`src/hdl/fpa_pkg.sv`:
```
// Package with the types, constants and register indexes of the footstep peak averager.
package fpa_pkg;

    localparam int NUM_CH    = 5;
    localparam int CH_W      = 3;
    localparam int SAMPLE_W  = 10;
    localparam int SUM_W     = 16;
    localparam int CONTACT_W = 8;
    localparam int STEPS_W   = 6;
    localparam int CFG_IDX_W = 2;
    localparam int CFG_W     = 10;
    localparam int FRONT_CH  = 3;
    localparam int DIV_CNT_W = 4;

    localparam logic [CONTACT_W-1:0] CONTACT_MAX   = 8'd255;
    localparam logic [SAMPLE_W-1:0]  FRONT_THR_RST = 10'd15;
    localparam logic [SAMPLE_W-1:0]  REAR_THR_RST  = 10'd10;
    localparam logic [CONTACT_W-1:0] MIN_CONT_RST  = 8'd2;
    localparam logic [STEPS_W-1:0]   STEPS_RPT_RST = 6'd10;

    localparam logic [CFG_IDX_W-1:0] REG_FRONT_THR = 2'd0;
    localparam logic [CFG_IDX_W-1:0] REG_REAR_THR  = 2'd1;
    localparam logic [CFG_IDX_W-1:0] REG_MIN_CONT  = 2'd2;
    localparam logic [CFG_IDX_W-1:0] REG_STEPS_RPT = 2'd3;

    typedef enum logic [3:0] {
        ST_IDLE,
        ST_SCAN,
        ST_DECIDE,
        ST_UPDATE,
        ST_CHECK,
        ST_DIV_START,
        ST_DIV_WAIT,
        ST_EMIT
    } t_state;

    typedef enum logic [1:0] {
        ACT_PEAK,
        ACT_CLEAR,
        ACT_RECORD
    } t_action;

    typedef struct packed {
        logic               start;
        logic [SUM_W-1:0]   dividend;
        logic [STEPS_W-1:0] divisor;
    } t_div_req;

    typedef struct packed {
        logic             done;
        logic [SUM_W-1:0] quotient;
    } t_div_rsp;

endpackage

```
`src/hdl/fpa_in_if.sv`:
```
// Interface of the input channel that carries one frame of five pressure samples.
interface fpa_in_if;
    logic                          valid;
    logic                          ready;
    logic [fpa_pkg::SAMPLE_W-1:0]  sample0;
    logic [fpa_pkg::SAMPLE_W-1:0]  sample1;
    logic [fpa_pkg::SAMPLE_W-1:0]  sample2;
    logic [fpa_pkg::SAMPLE_W-1:0]  sample3;
    logic [fpa_pkg::SAMPLE_W-1:0]  sample4;

    modport source (output valid, output sample0, output sample1, output sample2,
                    output sample3, output sample4, input ready);
    modport sink   (input valid, input sample0, input sample1, input sample2,
                    input sample3, input sample4, output ready);
endinterface

```
`src/hdl/fpa_out_if.sv`:
```
// Interface of the output channel that carries the five averaged step peaks.
interface fpa_out_if;
    logic                          valid;
    logic                          ready;
    logic [fpa_pkg::SAMPLE_W-1:0]  avg0;
    logic [fpa_pkg::SAMPLE_W-1:0]  avg1;
    logic [fpa_pkg::SAMPLE_W-1:0]  avg2;
    logic [fpa_pkg::SAMPLE_W-1:0]  avg3;
    logic [fpa_pkg::SAMPLE_W-1:0]  avg4;

    modport source (output valid, output avg0, output avg1, output avg2,
                    output avg3, output avg4, input ready);
    modport sink   (input valid, input avg0, input avg1, input avg2,
                    input avg3, input avg4, output ready);
endinterface

```
`src/hdl/fpa_cfg_if.sv`:
```
// Interface of the configuration write channel.
interface fpa_cfg_if;
    logic                           valid;
    logic                           ready;
    logic [fpa_pkg::CFG_IDX_W-1:0]  index;
    logic [fpa_pkg::CFG_W-1:0]      data;

    modport source (output valid, output index, output data, input ready);
    modport sink   (input valid, input index, input data, output ready);
endinterface

```
`src/hdl/fpa_divider.sv`:
```
// Restoring divider that produces one quotient bit per cycle.
module fpa_divider (
    input  logic                i_clk,
    input  logic                i_rst_n,
    input  fpa_pkg::t_div_req   i_req,
    output fpa_pkg::t_div_rsp   o_rsp
);

    logic                              r_busy;
    logic                              r_done;
    logic [fpa_pkg::DIV_CNT_W-1:0]     r_count;
    logic [fpa_pkg::SUM_W-1:0]         r_quo;
    logic [fpa_pkg::STEPS_W-1:0]       r_rem;
    logic [fpa_pkg::STEPS_W-1:0]       r_divisor;
    logic [fpa_pkg::STEPS_W:0]         shifted;
    logic [fpa_pkg::STEPS_W:0]         diff;
    logic                              ge;

    assign shifted = {r_rem, r_quo[fpa_pkg::SUM_W-1]};
    assign ge      = shifted >= {1'b0, r_divisor};
    assign diff    = shifted - {1'b0, r_divisor};

    always_ff @(posedge i_clk) begin
        if (!i_rst_n) begin
            r_busy <= 1'b0;
            r_done <= 1'b0;
        end else begin
            r_done <= r_busy && (r_count == '0);
            if (i_req.start) begin
                r_busy <= 1'b1;
            end else if (r_busy && (r_count == '0)) begin
                r_busy <= 1'b0;
            end
        end
    end

    always_ff @(posedge i_clk) begin
        if (i_req.start) begin
            r_quo     <= i_req.dividend;
            r_rem     <= '0;
            r_divisor <= i_req.divisor;
            r_count   <= '1;
        end else if (r_busy) begin
            r_rem   <= ge ? diff[fpa_pkg::STEPS_W-1:0] : shifted[fpa_pkg::STEPS_W-1:0];
            r_quo   <= {r_quo[fpa_pkg::SUM_W-2:0], ge};
            r_count <= r_count - 1'b1;
        end
    end

    assign o_rsp.done     = r_done;
    assign o_rsp.quotient = r_quo;

endmodule

```
`src/hdl/footstep_peak_averager_core.sv`:
```
// Top level of the footstep peak averager: step detection, peak tracking and averaging.
//
//  channel  | role   | payload                          | ready
//  i_in     | sink   | sample0..sample4, 10 bits each   | high only in the idle state
//  o_out    | source | avg0..avg4, 10 bits each         | held in an output register
//  i_cfg    | sink   | index 2 bits, data 10 bits       | always high
//
// A frame goes from the idle state through the shared comparator: five threshold compares,
// one decision, five peak or sum updates and one report check.
// A frame that completes a report then runs the bit-serial divider once per channel and
// loads the output register, waiting first if the previous report is unread.
// Reset is synchronous, clears the counters, peaks, sums and output valid flag, and loads
// the configuration registers with their defaults.
module footstep_peak_averager_core (
    input  logic      i_clk,
    input  logic      i_rst_n,
    fpa_in_if.sink    i_in,
    fpa_out_if.source o_out,
    fpa_cfg_if.sink   i_cfg
);

    fpa_pkg::t_state                   r_state, n_state;
    fpa_pkg::t_action                  r_action, n_action;
    logic [fpa_pkg::CH_W-1:0]          r_ch, n_ch;
    logic                              r_idle, n_idle;
    logic [fpa_pkg::CONTACT_W-1:0]     r_contact, n_contact;
    logic [fpa_pkg::STEPS_W-1:0]       r_steps, n_steps;
    logic [fpa_pkg::SAMPLE_W-1:0]      r_smp  [fpa_pkg::NUM_CH];
    logic [fpa_pkg::SAMPLE_W-1:0]      r_peak [fpa_pkg::NUM_CH];
    logic [fpa_pkg::SAMPLE_W-1:0]      n_peak [fpa_pkg::NUM_CH];
    logic [fpa_pkg::SUM_W-1:0]         r_sum  [fpa_pkg::NUM_CH];
    logic [fpa_pkg::SUM_W-1:0]         n_sum  [fpa_pkg::NUM_CH];
    logic [fpa_pkg::SAMPLE_W-1:0]      r_avg  [fpa_pkg::NUM_CH];
    logic [fpa_pkg::SAMPLE_W-1:0]      n_avg  [fpa_pkg::NUM_CH];
    logic [fpa_pkg::SAMPLE_W-1:0]      r_out  [fpa_pkg::NUM_CH];
    logic                              r_out_valid, n_out_valid;
    logic                              load_out;

    logic [fpa_pkg::SAMPLE_W-1:0]      r_front_thr;
    logic [fpa_pkg::SAMPLE_W-1:0]      r_rear_thr;
    logic [fpa_pkg::CONTACT_W-1:0]     r_min_cont;
    logic [fpa_pkg::STEPS_W-1:0]       r_steps_rpt;
    logic [fpa_pkg::STEPS_W-1:0]       limit;

    logic [fpa_pkg::SAMPLE_W-1:0]      cmp_a;
    logic [fpa_pkg::SAMPLE_W-1:0]      cmp_b;
    logic                              cmp_lt;

    logic                              in_acc;
    logic                              last_ch;
    fpa_pkg::t_div_req                 div_req;
    fpa_pkg::t_div_rsp                 div_rsp;

    assign in_acc  = i_in.valid && i_in.ready;
    assign last_ch = r_ch == fpa_pkg::CH_W'(fpa_pkg::NUM_CH - 1);
    assign limit   = (r_steps_rpt == '0) ? fpa_pkg::STEPS_W'(1) : r_steps_rpt;
    assign cmp_lt  = cmp_a < cmp_b;

    assign i_in.ready  = r_state == fpa_pkg::ST_IDLE;
    assign i_cfg.ready = 1'b1;

    fpa_divider u_divider (
        .i_clk   (i_clk),
        .i_rst_n (i_rst_n),
        .i_req   (div_req),
        .o_rsp   (div_rsp)
    );

    always_ff @(posedge i_clk) begin
        if (!i_rst_n) begin
            r_front_thr <= fpa_pkg::FRONT_THR_RST;
            r_rear_thr  <= fpa_pkg::REAR_THR_RST;
            r_min_cont  <= fpa_pkg::MIN_CONT_RST;
            r_steps_rpt <= fpa_pkg::STEPS_RPT_RST;
        end else if (i_cfg.valid && i_cfg.ready) begin
            case (i_cfg.index)
                fpa_pkg::REG_FRONT_THR: r_front_thr <= i_cfg.data;
                fpa_pkg::REG_REAR_THR:  r_rear_thr  <= i_cfg.data;
                fpa_pkg::REG_MIN_CONT:  r_min_cont  <= i_cfg.data[fpa_pkg::CONTACT_W-1:0];
                fpa_pkg::REG_STEPS_RPT: r_steps_rpt <= i_cfg.data[fpa_pkg::STEPS_W-1:0];
                default: ;
            endcase
        end
    end

    always_ff @(posedge i_clk) begin
        if (!i_rst_n) begin
            r_state     <= fpa_pkg::ST_IDLE;
            r_action    <= fpa_pkg::ACT_PEAK;
            r_ch        <= '0;
            r_idle      <= 1'b0;
            r_contact   <= '0;
            r_steps     <= '0;
            r_out_valid <= 1'b0;
            for (int i = 0; i < fpa_pkg::NUM_CH; i++) begin
                r_peak[i] <= '0;
                r_sum[i]  <= '0;
            end
        end else begin
            r_state     <= n_state;
            r_action    <= n_action;
            r_ch        <= n_ch;
            r_idle      <= n_idle;
            r_contact   <= n_contact;
            r_steps     <= n_steps;
            r_out_valid <= n_out_valid;
            for (int i = 0; i < fpa_pkg::NUM_CH; i++) begin
                r_peak[i] <= n_peak[i];
                r_sum[i]  <= n_sum[i];
            end
        end
    end

    always_ff @(posedge i_clk) begin
        if (in_acc) begin
            r_smp[0] <= i_in.sample0;
            r_smp[1] <= i_in.sample1;
            r_smp[2] <= i_in.sample2;
            r_smp[3] <= i_in.sample3;
            r_smp[4] <= i_in.sample4;
        end
        for (int i = 0; i < fpa_pkg::NUM_CH; i++) begin
            r_avg[i] <= n_avg[i];
            if (load_out) begin
                r_out[i] <= r_avg[i];
            end
        end
    end

    always_comb begin
        n_state     = r_state;
        n_action    = r_action;
        n_ch        = r_ch;
        n_idle      = r_idle;
        n_contact   = r_contact;
        n_steps     = r_steps;
        n_out_valid = r_out_valid && !o_out.ready;
        load_out    = 1'b0;
        cmp_a       = '0;
        cmp_b       = '0;
        div_req     = '0;
        for (int i = 0; i < fpa_pkg::NUM_CH; i++) begin
            n_peak[i] = r_peak[i];
            n_sum[i]  = r_sum[i];
            n_avg[i]  = r_avg[i];
        end

        case (r_state)
            fpa_pkg::ST_IDLE: begin
                if (in_acc) begin
                    n_state = fpa_pkg::ST_SCAN;
                    n_ch    = '0;
                    n_idle  = 1'b1;
                end
            end

            fpa_pkg::ST_SCAN: begin
                cmp_a  = r_smp[r_ch];
                cmp_b  = (r_ch < fpa_pkg::CH_W'(fpa_pkg::FRONT_CH)) ? r_front_thr : r_rear_thr;
                n_idle = r_idle && cmp_lt;
                if (last_ch) begin
                    n_state = fpa_pkg::ST_DECIDE;
                    n_ch    = '0;
                end else begin
                    n_ch = r_ch + 1'b1;
                end
            end

            fpa_pkg::ST_DECIDE: begin
                cmp_a   = {2'b00, r_contact};
                cmp_b   = {2'b00, r_min_cont};
                n_state = fpa_pkg::ST_UPDATE;
                if (!r_idle) begin
                    n_action = fpa_pkg::ACT_PEAK;
                    if (r_contact != fpa_pkg::CONTACT_MAX) begin
                        n_contact = r_contact + 1'b1;
                    end
                end else if (cmp_lt) begin
                    n_action  = fpa_pkg::ACT_CLEAR;
                    n_contact = '0;
                end else begin
                    n_action  = fpa_pkg::ACT_RECORD;
                    n_contact = '0;
                    n_steps   = r_steps + 1'b1;
                end
            end

            fpa_pkg::ST_UPDATE: begin
                cmp_a = r_peak[r_ch];
                cmp_b = r_smp[r_ch];
                case (r_action)
                    fpa_pkg::ACT_PEAK: begin
                        if (cmp_lt) begin
                            n_peak[r_ch] = r_smp[r_ch];
                        end
                    end
                    fpa_pkg::ACT_RECORD: begin
                        n_sum[r_ch]  = r_sum[r_ch] + fpa_pkg::SUM_W'(r_peak[r_ch]);
                        n_peak[r_ch] = '0;
                    end
                    default: begin
                        n_peak[r_ch] = '0;
                    end
                endcase
                if (last_ch) begin
                    n_state = fpa_pkg::ST_CHECK;
                    n_ch    = '0;
                end else begin
                    n_ch = r_ch + 1'b1;
                end
            end

            fpa_pkg::ST_CHECK: begin
                cmp_a = {4'b0000, r_steps};
                cmp_b = {4'b0000, limit};
                n_ch  = '0;
                if (cmp_lt) begin
                    n_state = fpa_pkg::ST_IDLE;
                end else begin
                    n_state = fpa_pkg::ST_DIV_START;
                end
            end

            fpa_pkg::ST_DIV_START: begin
                div_req.start    = 1'b1;
                div_req.dividend = r_sum[r_ch];
                div_req.divisor  = r_steps;
                n_state          = fpa_pkg::ST_DIV_WAIT;
            end

            fpa_pkg::ST_DIV_WAIT: begin
                if (div_rsp.done) begin
                    n_avg[r_ch] = div_rsp.quotient[fpa_pkg::SAMPLE_W-1:0];
                    n_sum[r_ch] = '0;
                    if (last_ch) begin
                        n_state = fpa_pkg::ST_EMIT;
                        n_ch    = '0;
                    end else begin
                        n_state = fpa_pkg::ST_DIV_START;
                        n_ch    = r_ch + 1'b1;
                    end
                end
            end

            fpa_pkg::ST_EMIT: begin
                if (!r_out_valid || o_out.ready) begin
                    load_out    = 1'b1;
                    n_out_valid = 1'b1;
                    n_steps     = '0;
                    n_state     = fpa_pkg::ST_IDLE;
                end
            end

            default: begin
                n_state = fpa_pkg::ST_IDLE;
            end
        endcase
    end

    assign o_out.valid = r_out_valid;
    assign o_out.avg0  = r_out[0];
    assign o_out.avg1  = r_out[1];
    assign o_out.avg2  = r_out[2];
    assign o_out.avg3  = r_out[3];
    assign o_out.avg4  = r_out[4];

endmodule
```
`src/flat_wrapper.sv`:
```
// flat-port wrapper written by rule: the top's interface ports become plain ports
module footstep_peak_averager_core_flat 
  (i_clk, i_rst_n, i_in_valid, i_in_sample0, i_in_sample1, i_in_sample2, i_in_sample3, i_in_sample4, i_in_ready, o_out_valid, o_out_avg0, o_out_avg1, o_out_avg2, o_out_avg3, o_out_avg4, o_out_ready, i_cfg_valid, i_cfg_index, i_cfg_data, i_cfg_ready);
  fpa_in_if i_in_i ();
  fpa_out_if o_out_i ();
  fpa_cfg_if i_cfg_i ();
  input  logic i_clk;
  input  logic i_rst_n;
  input wire logic [$bits(i_in_i.valid)-1:0] i_in_valid;
  input wire logic [$bits(i_in_i.sample0)-1:0] i_in_sample0;
  input wire logic [$bits(i_in_i.sample1)-1:0] i_in_sample1;
  input wire logic [$bits(i_in_i.sample2)-1:0] i_in_sample2;
  input wire logic [$bits(i_in_i.sample3)-1:0] i_in_sample3;
  input wire logic [$bits(i_in_i.sample4)-1:0] i_in_sample4;
  output wire logic [$bits(i_in_i.ready)-1:0] i_in_ready;
  output wire logic [$bits(o_out_i.valid)-1:0] o_out_valid;
  output wire logic [$bits(o_out_i.avg0)-1:0] o_out_avg0;
  output wire logic [$bits(o_out_i.avg1)-1:0] o_out_avg1;
  output wire logic [$bits(o_out_i.avg2)-1:0] o_out_avg2;
  output wire logic [$bits(o_out_i.avg3)-1:0] o_out_avg3;
  output wire logic [$bits(o_out_i.avg4)-1:0] o_out_avg4;
  input wire logic [$bits(o_out_i.ready)-1:0] o_out_ready;
  input wire logic [$bits(i_cfg_i.valid)-1:0] i_cfg_valid;
  input wire logic [$bits(i_cfg_i.index)-1:0] i_cfg_index;
  input wire logic [$bits(i_cfg_i.data)-1:0] i_cfg_data;
  output wire logic [$bits(i_cfg_i.ready)-1:0] i_cfg_ready;
  assign i_in_i.valid = i_in_valid;
  assign i_in_i.sample0 = i_in_sample0;
  assign i_in_i.sample1 = i_in_sample1;
  assign i_in_i.sample2 = i_in_sample2;
  assign i_in_i.sample3 = i_in_sample3;
  assign i_in_i.sample4 = i_in_sample4;
  assign i_in_ready = i_in_i.ready;
  assign o_out_valid = o_out_i.valid;
  assign o_out_avg0 = o_out_i.avg0;
  assign o_out_avg1 = o_out_i.avg1;
  assign o_out_avg2 = o_out_i.avg2;
  assign o_out_avg3 = o_out_i.avg3;
  assign o_out_avg4 = o_out_i.avg4;
  assign o_out_i.ready = o_out_ready;
  assign i_cfg_i.valid = i_cfg_valid;
  assign i_cfg_i.index = i_cfg_index;
  assign i_cfg_i.data = i_cfg_data;
  assign i_cfg_ready = i_cfg_i.ready;
  footstep_peak_averager_core u_core (.i_clk(i_clk), .i_rst_n(i_rst_n), .i_in(i_in_i), .o_out(o_out_i), .i_cfg(i_cfg_i));
endmodule
```
`config.mk`:
```
export PLATFORM = sky130hd
export DESIGN_NAME = footstep_peak_averager_core_flat
export DESIGN_NICKNAME = d
export VERILOG_FILES = /design/src/hdl/fpa_pkg.sv /design/src/hdl/fpa_in_if.sv /design/src/hdl/fpa_out_if.sv /design/src/hdl/fpa_cfg_if.sv /design/src/hdl/fpa_divider.sv /design/src/hdl/footstep_peak_averager_core.sv /design/src/flat_wrapper.sv
export SDC_FILE = /design/constraint.sdc
export NUM_CORES = 1
export LEC_CHECK = 0
export BUFFER_PORTS_ARGS = -buffer_cell sky130_fd_sc_hd__buf_2
export CAP_MARGIN = 5
export CELL_PAD_IN_SITES_DETAIL_PLACEMENT = 0
export CELL_PAD_IN_SITES_GLOBAL_PLACEMENT = 2
export CORE_UTILIZATION = 43
export DETAILED_ROUTE_END_ITERATION = 7
export GPL_ROUTABILITY_DRIVEN = 0
export HOLD_SLACK_MARGIN = 0.15
export PLACE_DENSITY_LB_ADDON = 0.3
export SLEW_MARGIN = 20
export SYNTH_ARGS = -nofsm -noshare
export SYNTH_HDL_FRONTEND = slang
export SYNTH_SLANG_ARGS = --single-unit
```
`constraint.sdc`:
```
create_clock -name i_clk -period 9 [get_ports i_clk]
set_input_delay 1.35 -clock i_clk [delete_from_list [all_inputs] [get_ports i_clk]]
set_output_delay 1.35 -clock i_clk [all_outputs]
set_load 0.01 [all_outputs]
```
---- Word-level counts from Yosys, hierarchy flattened ----
Memories as Yosys holds them, arrays and structs flattened. A register that Yosys moved wholly into a read port is not among the register bits.
Index checks and enable logic that the tools add are counted.
W data, S select, Z words.
storage, ports and cells
  flip-flop bits (word level) ............. 93
  latch bits .............................. 0
  memory bits (writable) .................. 280
  ROM bits ................................ 0
  memories ................................ 5
operators by class
  add/subtract/negate cells ............... 6
  multipliers ............................. 0
  div/mod/pow operators ................... 0
  magnitude comparators ................... 5
  equality and inequality tests ........... 20
  shifts and indexed selects .............. 0
  multiplexer cells ....................... 73
  bitwise gates (word level) .............. 15
  reduce and logical (&&, ||, !) cells .... 29
memory list
  memory         words  bits a word  read ports  clocked after Yosys merged registers in  wr ports  RTL line                           RTL
  u_core.r_sum   5      16           6           1                                        5         footstep_peak_averager_core.sv:31  logic [fpa_pkg::SUM_W-1:0] r_sum [fpa_pkg::NUM_CH];
  u_core.r_avg   5      10           5           0                                        5         footstep_peak_averager_core.sv:33  logic [fpa_pkg::SAMPLE_W-1:0] r_avg [fpa_pkg::NUM_CH];
  u_core.r_out   5      10           5           0                                        5         footstep_peak_averager_core.sv:35  logic [fpa_pkg::SAMPLE_W-1:0] r_out [fpa_pkg::NUM_CH];
  u_core.r_peak  5      10           6           1                                        5         footstep_peak_averager_core.sv:29  logic [fpa_pkg::SAMPLE_W-1:0] r_peak [fpa_pkg::NUM_CH];
  u_core.r_smp   5      10           1           1                                        5         footstep_peak_averager_core.sv:28  logic [fpa_pkg::SAMPLE_W-1:0] r_smp [fpa_pkg::NUM_CH];
operator list
  kind                  count
  $mux W50              5
  $mux W80              2
  $pmux W80 S2          1
  $mux W16              8
  $bwmux W50            2
  $and A80 B80 Y80      1
  $bwmux W80            1
  $not A80 Y80          1
  $pmux W10 S4          2
  $mux W10              7
  $and A50 B50 Y50      1
  $not A50 Y50          1
  $demux W16 S3         1
  $pmux W4 S8           1
  $demux W10 S3         1
  $mux W3               10
  $mux W6               5
  $mux W23              1
  $mux W4               5
  $add A16 B10 Y16      1
  $eq A4 B3 Y1 const B  4
  $mux W8               2
  $mux W1               13
  $pmux W3 S4           1
  other kinds (36)      71

---- Longest topological paths before layout ----
Gate-level depths: netlist (run 1).
  depth in word-level cells ............... 10
  gate-level depth with buffers ........... 22
  depth with buffers taken out ............ 16

---- By module ----
Synthesis (run 1) repeated with hierarchy kept, for this count alone.
unflattened totals
  cell total of the unflattened synthesis .. 1,396
  area, all modules ....................... 16,331.9 um^2
modules (own cells, without submodules)
  module                       times used  cells each  area an instance (um^2)  seq. area each (um^2)
  footstep_peak_averager_core  1           1,253       14,590.2                 8,328.0
  fpa_divider                  1           143         1,741.7                  900.9

---- Worst setup path after synthesis (run 1) ----
OpenSTA, ideal clock, no wires.
  path kind ............................... reg2reg
  from .................................... register (tool-made name)
  to ...................................... memory u_core.r_sum[2][13] (netlist bit)
  data arrival time ....................... 4.010 ns
  required time ........................... 8.941 ns
  setup slack ............................. 4.931 ns
  stages on the path, launching flop included .. 16
  path buffers ............................ 3
  clock period less this slack ............ 4.069 ns
  path through ............................ dfxtp_1 -> buf_4 -> buf_1 -> buf_1 -> mux4_2 -> nand2_1 -> nand2_1 -> ha_1 -> nand3_1 -> o2111ai_1 -> a31o_2 -> a211oi_1 -> or4_1 -> xnor2_2 -> o31ai_1 -> and2_1
RTL lines
  item           RTL line
  end, declared  footstep_peak_averager_core.sv:31

==> results.txt, run 1 <==
The flow ran to the end, and the final reports show no timing, DRC or antenna violations. The standard cell area after detailed placement came out at 17100 um^2. The count of antenna-violating nets left after detailed routing is 0. After filler insertion, the fill cell instance count of the layout stands at 3317. The final critical-path required period came out at 4.59 ns. The transition at the pin with the smallest max-transition slack is 1.04 ns. The highest clock rate is 218 MHz. The number of global-route vias before repair is 10.9k.

The first-pass detailed-route iteration total is 6. After legalization and detailed placement, the total HPWL measured 26800 um. Yosys mapped a number of flops with a built-in enable equal to 172. The standard cell core area came out at 36800 um^2. The clock-pin slew on the worst setup and hold paths is 0.06 ns. Using the TritonRoute via totals, the vias-per-cell ratio works out to 5.45. Data on the critical path is required at its endpoint by 9.48 ns.

The number of nets in the synthesized netlist came out at 1557. The layout cell share with drive strength beyond 1 is 16.8%. The total CTS buffers came out at 42.

The cts-stage hold buffer count came out at 0. VDD sags by at most 0.130 mV. No sink is reached through more buffers than the 3 on the longest clock path. The maximum net fanout on the critical path is 36. For this block, the via count after detailed routing is 11.2k. Between clock sinks in the finished design, the worst skew comes to 0.0162 ns. The multiplexer share of the synthesized area is 7.62%. In this run the worst hold path is classified as flip-flop to flip-flop. The total I/O pin count is 120. Compared with the post-synthesis result, the final layout area differs by 14.4%.

The adder-cell area share of the yosys netlist came out at 2.65%. The number of endpoints failing setup at the final stage is 0. STA classifies the critical path startpoint as a flip-flop. The number of gates resized after CTS was 0. The post-synthesis simple-gate area fraction is 16.3%.

The critical path class is flip-flop to flip-flop. The synthesized instance count is 1457. The final routed DRC violation total is 0. In this run the static leakage power is 0.00684 uW.

The number of antenna violations at the first check in global routing came out at 1. The sequential-to-total area share from yosys stat is 57.1%. The worst hold slack came out at 0.412 ns. The final non-filler cell area is 18500 um^2. The area of the die came out at 38300 um^2. Max-cap violations in this run came to 0. The setup fix buffers added after clock tree synthesis came out at 0. The post-layout net count is 1650. The routed length per instance came out at 19.5 um. The register bit total from synthesis came out at 375. Setup repair after global routing left no endpoint under its margin.

The worst slack at placement came out at 4.40 ns. At the worst endpoint, the arrival time is 5.08 ns. The vertical extent of the die came out at 196 um. The worst-skew pair later-pin latency is 0.56 ns.

The top-area cell type share of the netlist area came out at 32.0%. The share of the synthesized area in compound gates (AO/OA/AOI/OAI) came out at 12.0%. The number of distinct library cells after synthesis is 74.

After synthesis, the largest family of logic cells by area is simple AND/OR/NAND/NOR gates. The sum of overflow across all layers after global routing is 0. The first global-routing pass estimated 63200 um of wire.

The final count of pins violating max slew is 0. The placement row count is 70. The final setup TNS is 0 ns. The proportion of register bits with asynchronous set or reset after synthesis is 0%. The part of the cycle the worst path needs came out at 51.0%.

The hold path startpoint is u_core.r_avg[0][32]. In this run the power density over the cells is 202 nW/um^2. The xor-xnor portion of the synthesized cell area came out at 1.24%. In the post-synthesis netlist, the biggest area contributors are sky130_fd_sc_hd__edfxtp_1, sky130_fd_sc_hd__dfxtp_1, sky130_fd_sc_hd__mux4_2. The count of port buffers added during placement is 118. The post-synthesis area per instance came out at 11.1 um^2. The endpoint type of the worst setup path is a flip-flop. The largest net degree at the start of global routing came out at 102. 0 antenna diodes ended up in the layout. The effective utilization at floorplan is 43.9%. The sink count of the clock tree is 375.

The H-tree was split into 2 levels. After detailed routing, the total wire length is 40000 um. The relative slew slack came out at 30.7%. CTS placed an instance of sky130_fd_sc_hd__clkbuf_16 at the clock tree root. The count of yosys warnings during synthesis is 0. The floorplan step set the die width to 196 um.

The post-synthesis instance area came out at 16200 um^2. The smallest setup slack after layout is 4.41 ns. After the first detailed-routing iteration, the DRC count stood at 741. The TritonCTS clock tree is done. The largest area contributor in the netlist is sky130_fd_sc_hd__edfxtp_1. For this run, the total global-route usage over all layers was measured as 21.3%.

The count of final hold-check violations came out at 0. The most used flip-flop cell after synthesis is sky130_fd_sc_hd__dfxtp_1.
[cells in the final DEF, fill, tap and decap left out, types with 18 or more instances in the layout]
cell type                     n
sky130_fd_sc_hd__and2_1      26
sky130_fd_sc_hd__a22oi_1     36
sky130_fd_sc_hd__edfxtp_1   172
sky130_fd_sc_hd__o21ai_0     68
sky130_fd_sc_hd__o21ai_1     45
sky130_fd_sc_hd__clkbuf_16   43
sky130_fd_sc_hd__ha_1        31
sky130_fd_sc_hd__nand2_1    206
sky130_fd_sc_hd__nor2_1      65
sky130_fd_sc_hd__inv_1       21
sky130_fd_sc_hd__a21boi_0    18
sky130_fd_sc_hd__dfxtp_1    201
sky130_fd_sc_hd__mux2i_1     33
sky130_fd_sc_hd__mux4_2      36
sky130_fd_sc_hd__buf_4       19
sky130_fd_sc_hd__a21oi_1     37
sky130_fd_sc_hd__nand3_1     94
sky130_fd_sc_hd__nor2b_1     62
sky130_fd_sc_hd__buf_2      117
sky130_fd_sc_hd__and3_1      21
sky130_fd_sc_hd__nor3_1      21
[critical path: stages (launching register included)]
cell	delay [ns]
sky130_fd_sc_hd__dfxtp_2	0.31
sky130_fd_sc_hd__buf_4	0.59
sky130_fd_sc_hd__mux4_2	0.60
sky130_fd_sc_hd__nand2_1	0.08
sky130_fd_sc_hd__nand2_1	0.20
sky130_fd_sc_hd__nor2_1	0.14
sky130_fd_sc_hd__a31oi_1	0.09
sky130_fd_sc_hd__a22oi_1	0.23
sky130_fd_sc_hd__o21ai_0	0.13
sky130_fd_sc_hd__ha_1	0.34
sky130_fd_sc_hd__and4_1	0.23
sky130_fd_sc_hd__nand2_1	0.07
sky130_fd_sc_hd__a41oi_1	0.15
sky130_fd_sc_hd__o2bb2ai_1	0.09
sky130_fd_sc_hd__buf_4	0.21
sky130_fd_sc_hd__o311ai_4	0.73
sky130_fd_sc_hd__nand3_1	0.17
sky130_fd_sc_hd__o21ai_1	0.13
[power by group]
group          switching, uW  leakage, uW  internal, uW
Combinational            120      0.00294          66.4
Clock                    696     0.000678          1030
Sequential              11.8      0.00322          1800
[cell usage after synthesis, types with 11 or more instances]
cell and instances:
sky130_fd_sc_hd__and2_1 27, sky130_fd_sc_hd__nand3_1 94, sky130_fd_sc_hd__nand2_1 206, sky130_fd_sc_hd__edfxtp_1 172, sky130_fd_sc_hd__a211oi_1 11, sky130_fd_sc_hd__a21oi_1 37
sky130_fd_sc_hd__a22oi_1 36, sky130_fd_sc_hd__clkbuf_1 61, sky130_fd_sc_hd__mux4_2 36, sky130_fd_sc_hd__o21ai_0 69, sky130_fd_sc_hd__nor3_1 21, sky130_fd_sc_hd__xor2_1 11
sky130_fd_sc_hd__a31oi_1 17, sky130_fd_sc_hd__nor2_1 65, sky130_fd_sc_hd__nor2b_1 62, sky130_fd_sc_hd__inv_1 22, sky130_fd_sc_hd__o21ai_1 44, sky130_fd_sc_hd__dfxtp_1 203
sky130_fd_sc_hd__a21boi_0 18, sky130_fd_sc_hd__nand2b_1 11, sky130_fd_sc_hd__and3_1 21, sky130_fd_sc_hd__mux2i_1 33, sky130_fd_sc_hd__ha_1 31
[layer usage]
metal | wire [um] | part of all wire, % | vias up | GRT usage (%)
met4 | 774 | 1.9 | 0 | 5.64
met3 | 2010 | 5.0 | 49 | 3.87
li1 | - | - | 5511 | -
met2 | 17900 | 45 | 238 | 32.9
met1 | 19400 | 48 | 5394 | 30.7
met5 | 0 | 0 | - | 0
[registers in the layout, indices dropped and copies added, names as in the netlist, 4 cells and up, named ones only]
register,flops
u_core.r_front_thr,10
u_core.r_contact,8
u_core.u_divider.r_quo,16
u_core.r_steps_rpt,6
u_core.r_rear_thr,10
u_core.r_steps,6
u_core.u_divider.r_divisor,6
u_core.r_out,50
u_core.r_avg,50
u_core.u_divider.r_rem,6
u_core.r_min_cont,8
u_core.u_divider.r_count,4
u_core.r_peak,50
u_core.r_sum,80
u_core.r_smp,50
[worst paths after layout]
| kind | endpoint | slack (ns) | depth (start not counted) |
|---|---|---|---|
| max | u_core.r_peak[2][6] | 4.41 | 17 |
| min | u_core.r_out[0][32] | 0.41 | 0 |
| max reg2reg | u_core.r_peak[2][6] | 4.41 | 17 |
| min reg2reg | u_core.r_out[0][32] | 0.41 | 0 |
[final cells by class]
cell class              instances  area (um^2)  share of cell area, %
repair buffers                136          728                   3.94
flip-flops and latches        375         9230                   49.9
multi-input cells             972         6450                   34.9
clock inverters                26          285                   1.54
clock buffers                  52         1120                   6.06
inverters                      23         86.3                  0.467
well taps                     468          586                   3.17
[cells by family after synthesis]
family                   Yosys count
AO/OA/AOI/OAI                    294
adder cells (fa/ha/maj)           33
other                              1
multiplexers                      77
XOR/XNOR                          22
flip-flops                       375
AND/OR/NAND/NOR                  545
buffers and inverters            110
[stage by stage]
stage,power [uW],instances,util [%]
CTS,3770,2052,50.2
finish,3730,2052,50.2
global placement,2030,1974,46.4
detailed placement,2040,1974,46.4
floorplan,1970,1457,-
global route,3860,2052,50.2
Power figures use the tool's default switching activity.
==> run 2: changes to the inputs <==
CORE_UTILIZATION = 36   (was 43)
clock period = 3.8 ns   (was 9 ns; I/O delays follow)
==> run 2 against run 1 <==
Clock skew is 0.0031 ns lower. Register-to-register slack lost 4.3 ns. Wire length increased by 10%. Final area grew 8.4%. Hold slack worse by 0.24 ns. Die area is 19% higher.
==> results.txt, run 2 (same netlist as run 1, synthesis figures left out) <==
Row generation in the floorplan step produced 77 rows. The final routed DRC violation total is 0. The total overflow left after global routing is 0.

Setup violations remaining at the end of the flow were counted as 0. CTS saw 375 sinks. The worst path uses 98.2% of the clock period. The first-pass GRT wire length came out at 65800 um.

The cell at the slowest stage of the critical path is sky130_fd_sc_hd__mux4_2. TritonCTS built the clock tree. The clock-pin slew on the worst setup and hold paths came out at 0.06 ns. The count of antenna-violating nets left after detailed routing came out at 0. The critical path class is flip-flop to flip-flop. The relative slew slack came out at 12.3%. Hold is met by 0.174 ns. The top cell types in the final layout, fill and taps aside, are sky130_fd_sc_hd__dfxtp_1, sky130_fd_sc_hd__nand2_1, sky130_fd_sc_hd__edfxtp_1.

The flip-flop count of the largest register, all copies and words added came out at 80. The routed length per instance came out at 19.3 um. The count of port buffers added during placement is 118. The critical path arrival is 4.23 ns. The count of final hold-check violations came out at 0.

For this run, the number of standard cells in the final layout without fillers is 2291. From left edge to right edge, the die measures 214 um. Ranked by flip-flop count, first place goes to u_core.r_sum. Before antenna repair, the detailed router went through 5 iterations.

The clock tree synthesis step divided the H-tree into 2 levels. The cell count after placement is 2160. Walking the worst path, the cells encountered are buf_12 -> buf_8 -> buf_4 -> mux4_2 -> nand2_2 -> a31oi_2 -> a22oi_1 -> o21ai_1 -> ha_1 -> and4_4 -> nand2_1 -> a41oi_2 -> o2bb2ai_2 -> buf_6 -> buf_6 -> o311ai_4 -> buf_6 -> buf_6 -> nand3_1 -> o21ai_1.

The number of global-route vias before repair is 11.3k. The largest net degree at the start of global routing is 97. The biggest cell delay along the critical path came out at 0.51 ns. The transition at the pin with the smallest max-transition slack came out at 1.31 ns. The clock tree root buffer cell is sky130_fd_sc_hd__clkbuf_16. The run finished with clean final reports.

In this run the static leakage power is 0.00751 uW. The via count came out at 11.8k. The final setup TNS came out at 0 ns. The final count of pins violating max slew is 0. STA classifies the critical path endpoint as a flip-flop.

Leaving out fill and tap cells, the most frequent cell in the layout is sky130_fd_sc_hd__dfxtp_1. The number of vias per cell after detailed routing is 5.16. The worst-skew pair later-pin latency is 0.57 ns.

The highest clock rate came out at 268 MHz. The area growth from synthesis to layout came out at 24.1%. The worst slack at placement came out at -0.0157 ns.

The final critical-path required period is 3.73 ns. The count of routing violations after the opening detailed-route iteration came out at 845. 0 antenna diodes ended up in the layout. The worst setup path is launched from a flip-flop. The smallest setup slack after layout came out at 0.0692 ns. The core occupancy in the finished layout is 45.3%. Max-cap violations in this run came to 0. The post-layout net count is 1765.

The layout cell share with drive strength beyond 1 is 22.8%. The filler cells instantiated in the layout total 4113. Detailed placement ended at an HPWL of 29100 um. For this configuration, the core starts out at a cell density of 36.5%. For this design the ratio of total power to cell area is 459 nW/um^2.

The total CTS buffers came out at 42. The total wire length is 44200 um. For the worst setup path, the data required time is 4.30 ns. The maximum VDD drop is 0.301 mV. Across every metal layer, demand over resource in global routing totals 18.9%. From bottom edge to top edge, the die measures 214 um. Of all nets on the critical path, the largest fanout is 7. The maximum clock skew at final layout came out at 0.0131 ns.

The standard cell core area came out at 44200 um^2. The area of the die came out at 45700 um^2. Setup repair after global routing could not meet its margin everywhere. The min-delay analysis places its worst path in the category input pin to flip-flop. The total I/O pin count is 120. The cell occurring most often along the worst timing path is sky130_fd_sc_hd__buf_6. The number of antenna violations at the first check in global routing is 0. The maximum buffer depth of the clock tree is 3.
-- run 2: cell count changes in the layout (fill, tap and decap cells not counted), sizes merged --
cell | previous run | this run
buf | 136 | 226
dlygate4sd3 | 0 | 19
clkinv | 17 | 11
clkbuf | 52 | 57
o311ai | 6 | 10
inv | 24 | 27
bufinv | 5 | 6
clkinvlp | 3 | 2
-- run 2: critical path: cells and delay by family, from the launching register on --
| family | cells | cell delay (ns) |
|---|---|---|
| mux | 1 | 0.51 |
| fa+ha+maj | 1 | 0.32 |
| buf+inv | 7 | 0.96 |
| compound gates | 7 | 1.02 |
| flops | 1 | 0.37 |
| simple gates | 4 | 0.47 |
-- run 2: power by group --
part / switching (uW) / total [uW] / internal [uW]
sequential: 29.5 / 4300 / 4270
clock: 1730 / 4260 / 2540
combinational: 343 / 628 / 285
total: 2100 / 9190 / 7090
-- run 2: final timing paths --
kind                            slack, ns           startpoint  cells past startpoint                  end
worst min-delay path                 0.17      i_in_sample1[9]                      1   u_core.r_smp[1][9]
worst max-delay path                 0.07            flip-flop                     20  u_core.r_peak[0][1]
worst min register to register       0.42  u_core.r_avg[0][41]                      0  u_core.r_out[0][41]
worst max register to register       0.07            flip-flop                     20  u_core.r_peak[0][1]
-- run 2: timing repair --
| item | CTS | global route |
|---|---|---|
| cloned | 0 | 7 |
| resized for setup | 1 | 62 |
| hold buffers | 19 | 0 |
| pin swaps | 5 | 24 |
| buffers inserted | 0 | 27 |
| endpoints found under the setup margin | 26 | 78 |
| endpoints found under the hold margin | 19 | 0 |
-- run 2: metal layers --
metal | wire [um] | vias up | global-route usage [%]
met5 | 0 | - | 0
met4 | 859 | 0 | 4.70
met3 | 1810 | 57 | 3.12
met2 | 20600 | 248 | 30.2
met1 | 20900 | 5777 | 26.5
li1 | - | 5747 | -
-- run 2: through the flow --
stage               cell area (um^2)  power, uW
floorplan                      16200       4670
global placement               17800       4870
detailed placement             17800       4870
CTS                            19400       9170
global route                   20000       9500
finish                         20000       9190
-- run 2: layout make-up --
cell class              count  area (um^2)  area share [%]
clock buffers              55         1130            5.64
well taps                 592          741            3.70
multi-input cells         976         6680            33.3
inverters                  23         86.3           0.431
repair buffers            247         1850            9.23
flip-flops and latches    375         9230            46.1
clock inverters            23          317            1.58
==> run 3: changes to the inputs <==
CORE_UTILIZATION = 43   (was 36)
clock period = 4.5 ns   (was 3.8 ns; I/O delays follow)
==> run 3 against run 2 <==
Via count fell by 4.3%. Count of clock-buffer cells in the layout did not move. Maximum frequency fell by 7.5%. Worst setup slack improved by 0.40 ns. Critical path depth fell by 7. Critical endpoint is now u_core.r_sum[2][12]. Highest routed layer unchanged.
==> results.txt, run 3 (same netlist as run 1, synthesis figures left out) <==
The count of final hold-check violations came out at 0. In the final layout, the share of cells above drive strength 1 is 17.3%. The maximum net fanout on the critical path came out at 25. In the global route stage, overall resource usage came out at 21.5%.

The number of placed instances, taps included, is 1986. The count of routing violations after the opening detailed-route iteration came out at 679. u_core.r_sum holds more flip-flops than any other register. From synthesis to final layout, the design area changed by 14.7%. The maximum buffer depth of the clock tree came out at 3. The area of the die came out at 38300 um^2. For this run, the post-layout net count is 1661. The path class of the tightest hold or removal check is input pin to flip-flop. After detailed routing, the number of remaining DRC violations is 0. In this run switching power makes up 22.8% of total power.

The effective utilization at floorplan is 43.9%. The power share of the clock group is 45.3%. The total of cells resized after clock tree synthesis is 0. The critical path arrival is 4.52 ns. The worst-skew pair later-pin latency came out at 0.58 ns. For this run, the top clock speed supported by timing is 248 MHz. The number of antenna diodes in the final layout is 0. The floorplan step set the die width to 196 um.

The flip-flop count of the largest register, all copies and words added is 80. The via count came out at 11.3k. The clock tree root buffer cell is sky130_fd_sc_hd__clkbuf_16. After detailed routing, the total wire length is 40400 um. Setup repair after global routing left no endpoint under its margin. The number of global-route vias before repair came out at 10.9k. The clock-pin slew on the worst setup and hold paths came out at 0.06 ns. The worst setup path is of the flip-flop to flip-flop kind. The setup fix buffers added after clock tree synthesis came out at 0.

The reported leakage power came out at 0.00686 uW. The internal power consumption is 5650 uW. The number of endpoints failing setup at the final stage is 0. Combinational cells account for 5.0% of the total power. The sink count of the clock tree is 375. The total I/O pin count is 120.

The final non-filler cell area is 18500 um^2. In the final routed layout, each cell accounts on average for 19.6 um. The relative slew slack came out at 22.8%.

The standard cell area after detailed placement came out at 17200 um^2. The number of antenna violations at the first check in global routing came out at 1. The placement row count is 70. The part of the cycle the worst path needs is 89.6%. The total CTS buffers came out at 41. The vertical extent of the die is 196 um.

The library cell used most frequently in the layout, excluding fill and tap cells, is sky130_fd_sc_hd__nand2_1. The analysis attributes to net switching a power of 1670 uW. The number of vias per cell after detailed routing is 5.50. The count of port buffers added during placement came out at 118. The power per unit of standard cell area came out at 395 nW/um^2. For this run the aggregate overflow at the end of global routing stands at 0. The tightest hold path in the finished design has a slack of 0.283 ns. The count of antenna-violating nets left after detailed routing is 0.

At the pin with the least slew margin, the transition time is 1.15 ns. The run finished with clean final reports. Entering global routing, the biggest net connects 93 pins. The endpoint type of the worst setup path is a flip-flop. The CTS H-tree depth came out at 2.

In this run the standard cell core region covers 36800 um^2. The post-route non-filler standard cell count is 2061. The maximum VDD drop is 0.253 mV.

After routing, the total negative slack on setup checks comes to 0 ns. The maximum clock skew at final layout is 0.0239 ns. The cts-stage hold buffer count came out at 0. The final critical-path required period came out at 4.03 ns. STA classifies the critical path startpoint as a flip-flop. The TritonCTS clock tree is done. Sequential cells account for 49.6% of the total power. The top cell types in the final layout, fill and taps aside, are sky130_fd_sc_hd__nand2_1, sky130_fd_sc_hd__dfxtp_1, sky130_fd_sc_hd__edfxtp_1. At the worst endpoint, the required time is 4.99 ns. The first global-routing pass estimated 63500 um of wire.

The final count of pins violating max slew came out at 0. Detailed placement ended at an HPWL of 27600 um. The first-pass detailed-route iteration total is 5. The max capacitance violation total came out at 0.
[run 3: per-stage QoR]
step / utilization, % / setup slack, ns / power [uW]
floorplan: - / 0.431 / 3940
global placement: 46.7 / 0.509 / 4070
detailed placement: 46.7 / 0.451 / 4080
CTS: 50.3 / 0.415 / 7390
global route: 50.4 / 0.0808 / 7570
finish: 50.4 / 0.469 / 7320
[run 3: worst paths after layout]
kind	slack [ns]	cells after the start	end	start
worst max register to register	0.47	13	u_core.r_sum[2][12]	flip-flop
worst min-delay path	0.28	1	u_core.r_smp[2][2]	i_in_sample2[2]
worst min register to register	0.42	0	u_core.r_out[0][32]	u_core.r_avg[0][32]
worst max-delay path	0.47	13	u_core.r_sum[2][12]	flip-flop
[run 3: layer usage]
layer	GRT usage, %	share of wire (%)	wire length [um]
met3	3.99	4.4	1770
met4	5.76	1.9	762
met1	30.4	48	19500
met2	33.7	46	18400
met5	0	0	0
[run 3: power by group through the flow]
stage,registers [uW],logic [uW],clock network [uW]
5_1_grt,3640,408,3520
6_report,3630,369,3310
3_5_place_dp,3710,371,0
3_3_place_gp,3700,367,0
4_1_cts,3630,372,3390
2_1_floorplan,3690,250,0
[run 3: area by class of cell]
class | instances | area, um^2
Timing Repair Buffer | 148 | 843
Fill cell | 3318 | 18300
Clock inverter | 20 | 203
Tap cell | 468 | 586
Clock buffer | 55 | 1130
Multi-Input combinational cell | 972 | 6440
Inverter | 23 | 86.3
Sequential cell | 375 | 9230
[run 3: critical path: stages (launching register included)]
cell,delay (ns)
sky130_fd_sc_hd__dfxtp_2,0.48
sky130_fd_sc_hd__buf_12,0.26
sky130_fd_sc_hd__mux4_2,0.53
sky130_fd_sc_hd__mux2_2,0.30
sky130_fd_sc_hd__ha_1,0.23
sky130_fd_sc_hd__fa_1,0.43
sky130_fd_sc_hd__a211oi_1,0.29
sky130_fd_sc_hd__nor2_1,0.13
sky130_fd_sc_hd__o211ai_1,0.26
sky130_fd_sc_hd__and3_1,0.23
sky130_fd_sc_hd__nor3_1,0.06
sky130_fd_sc_hd__xor2_1,0.19
sky130_fd_sc_hd__or2_2,0.36
sky130_fd_sc_hd__o21ai_0,0.18
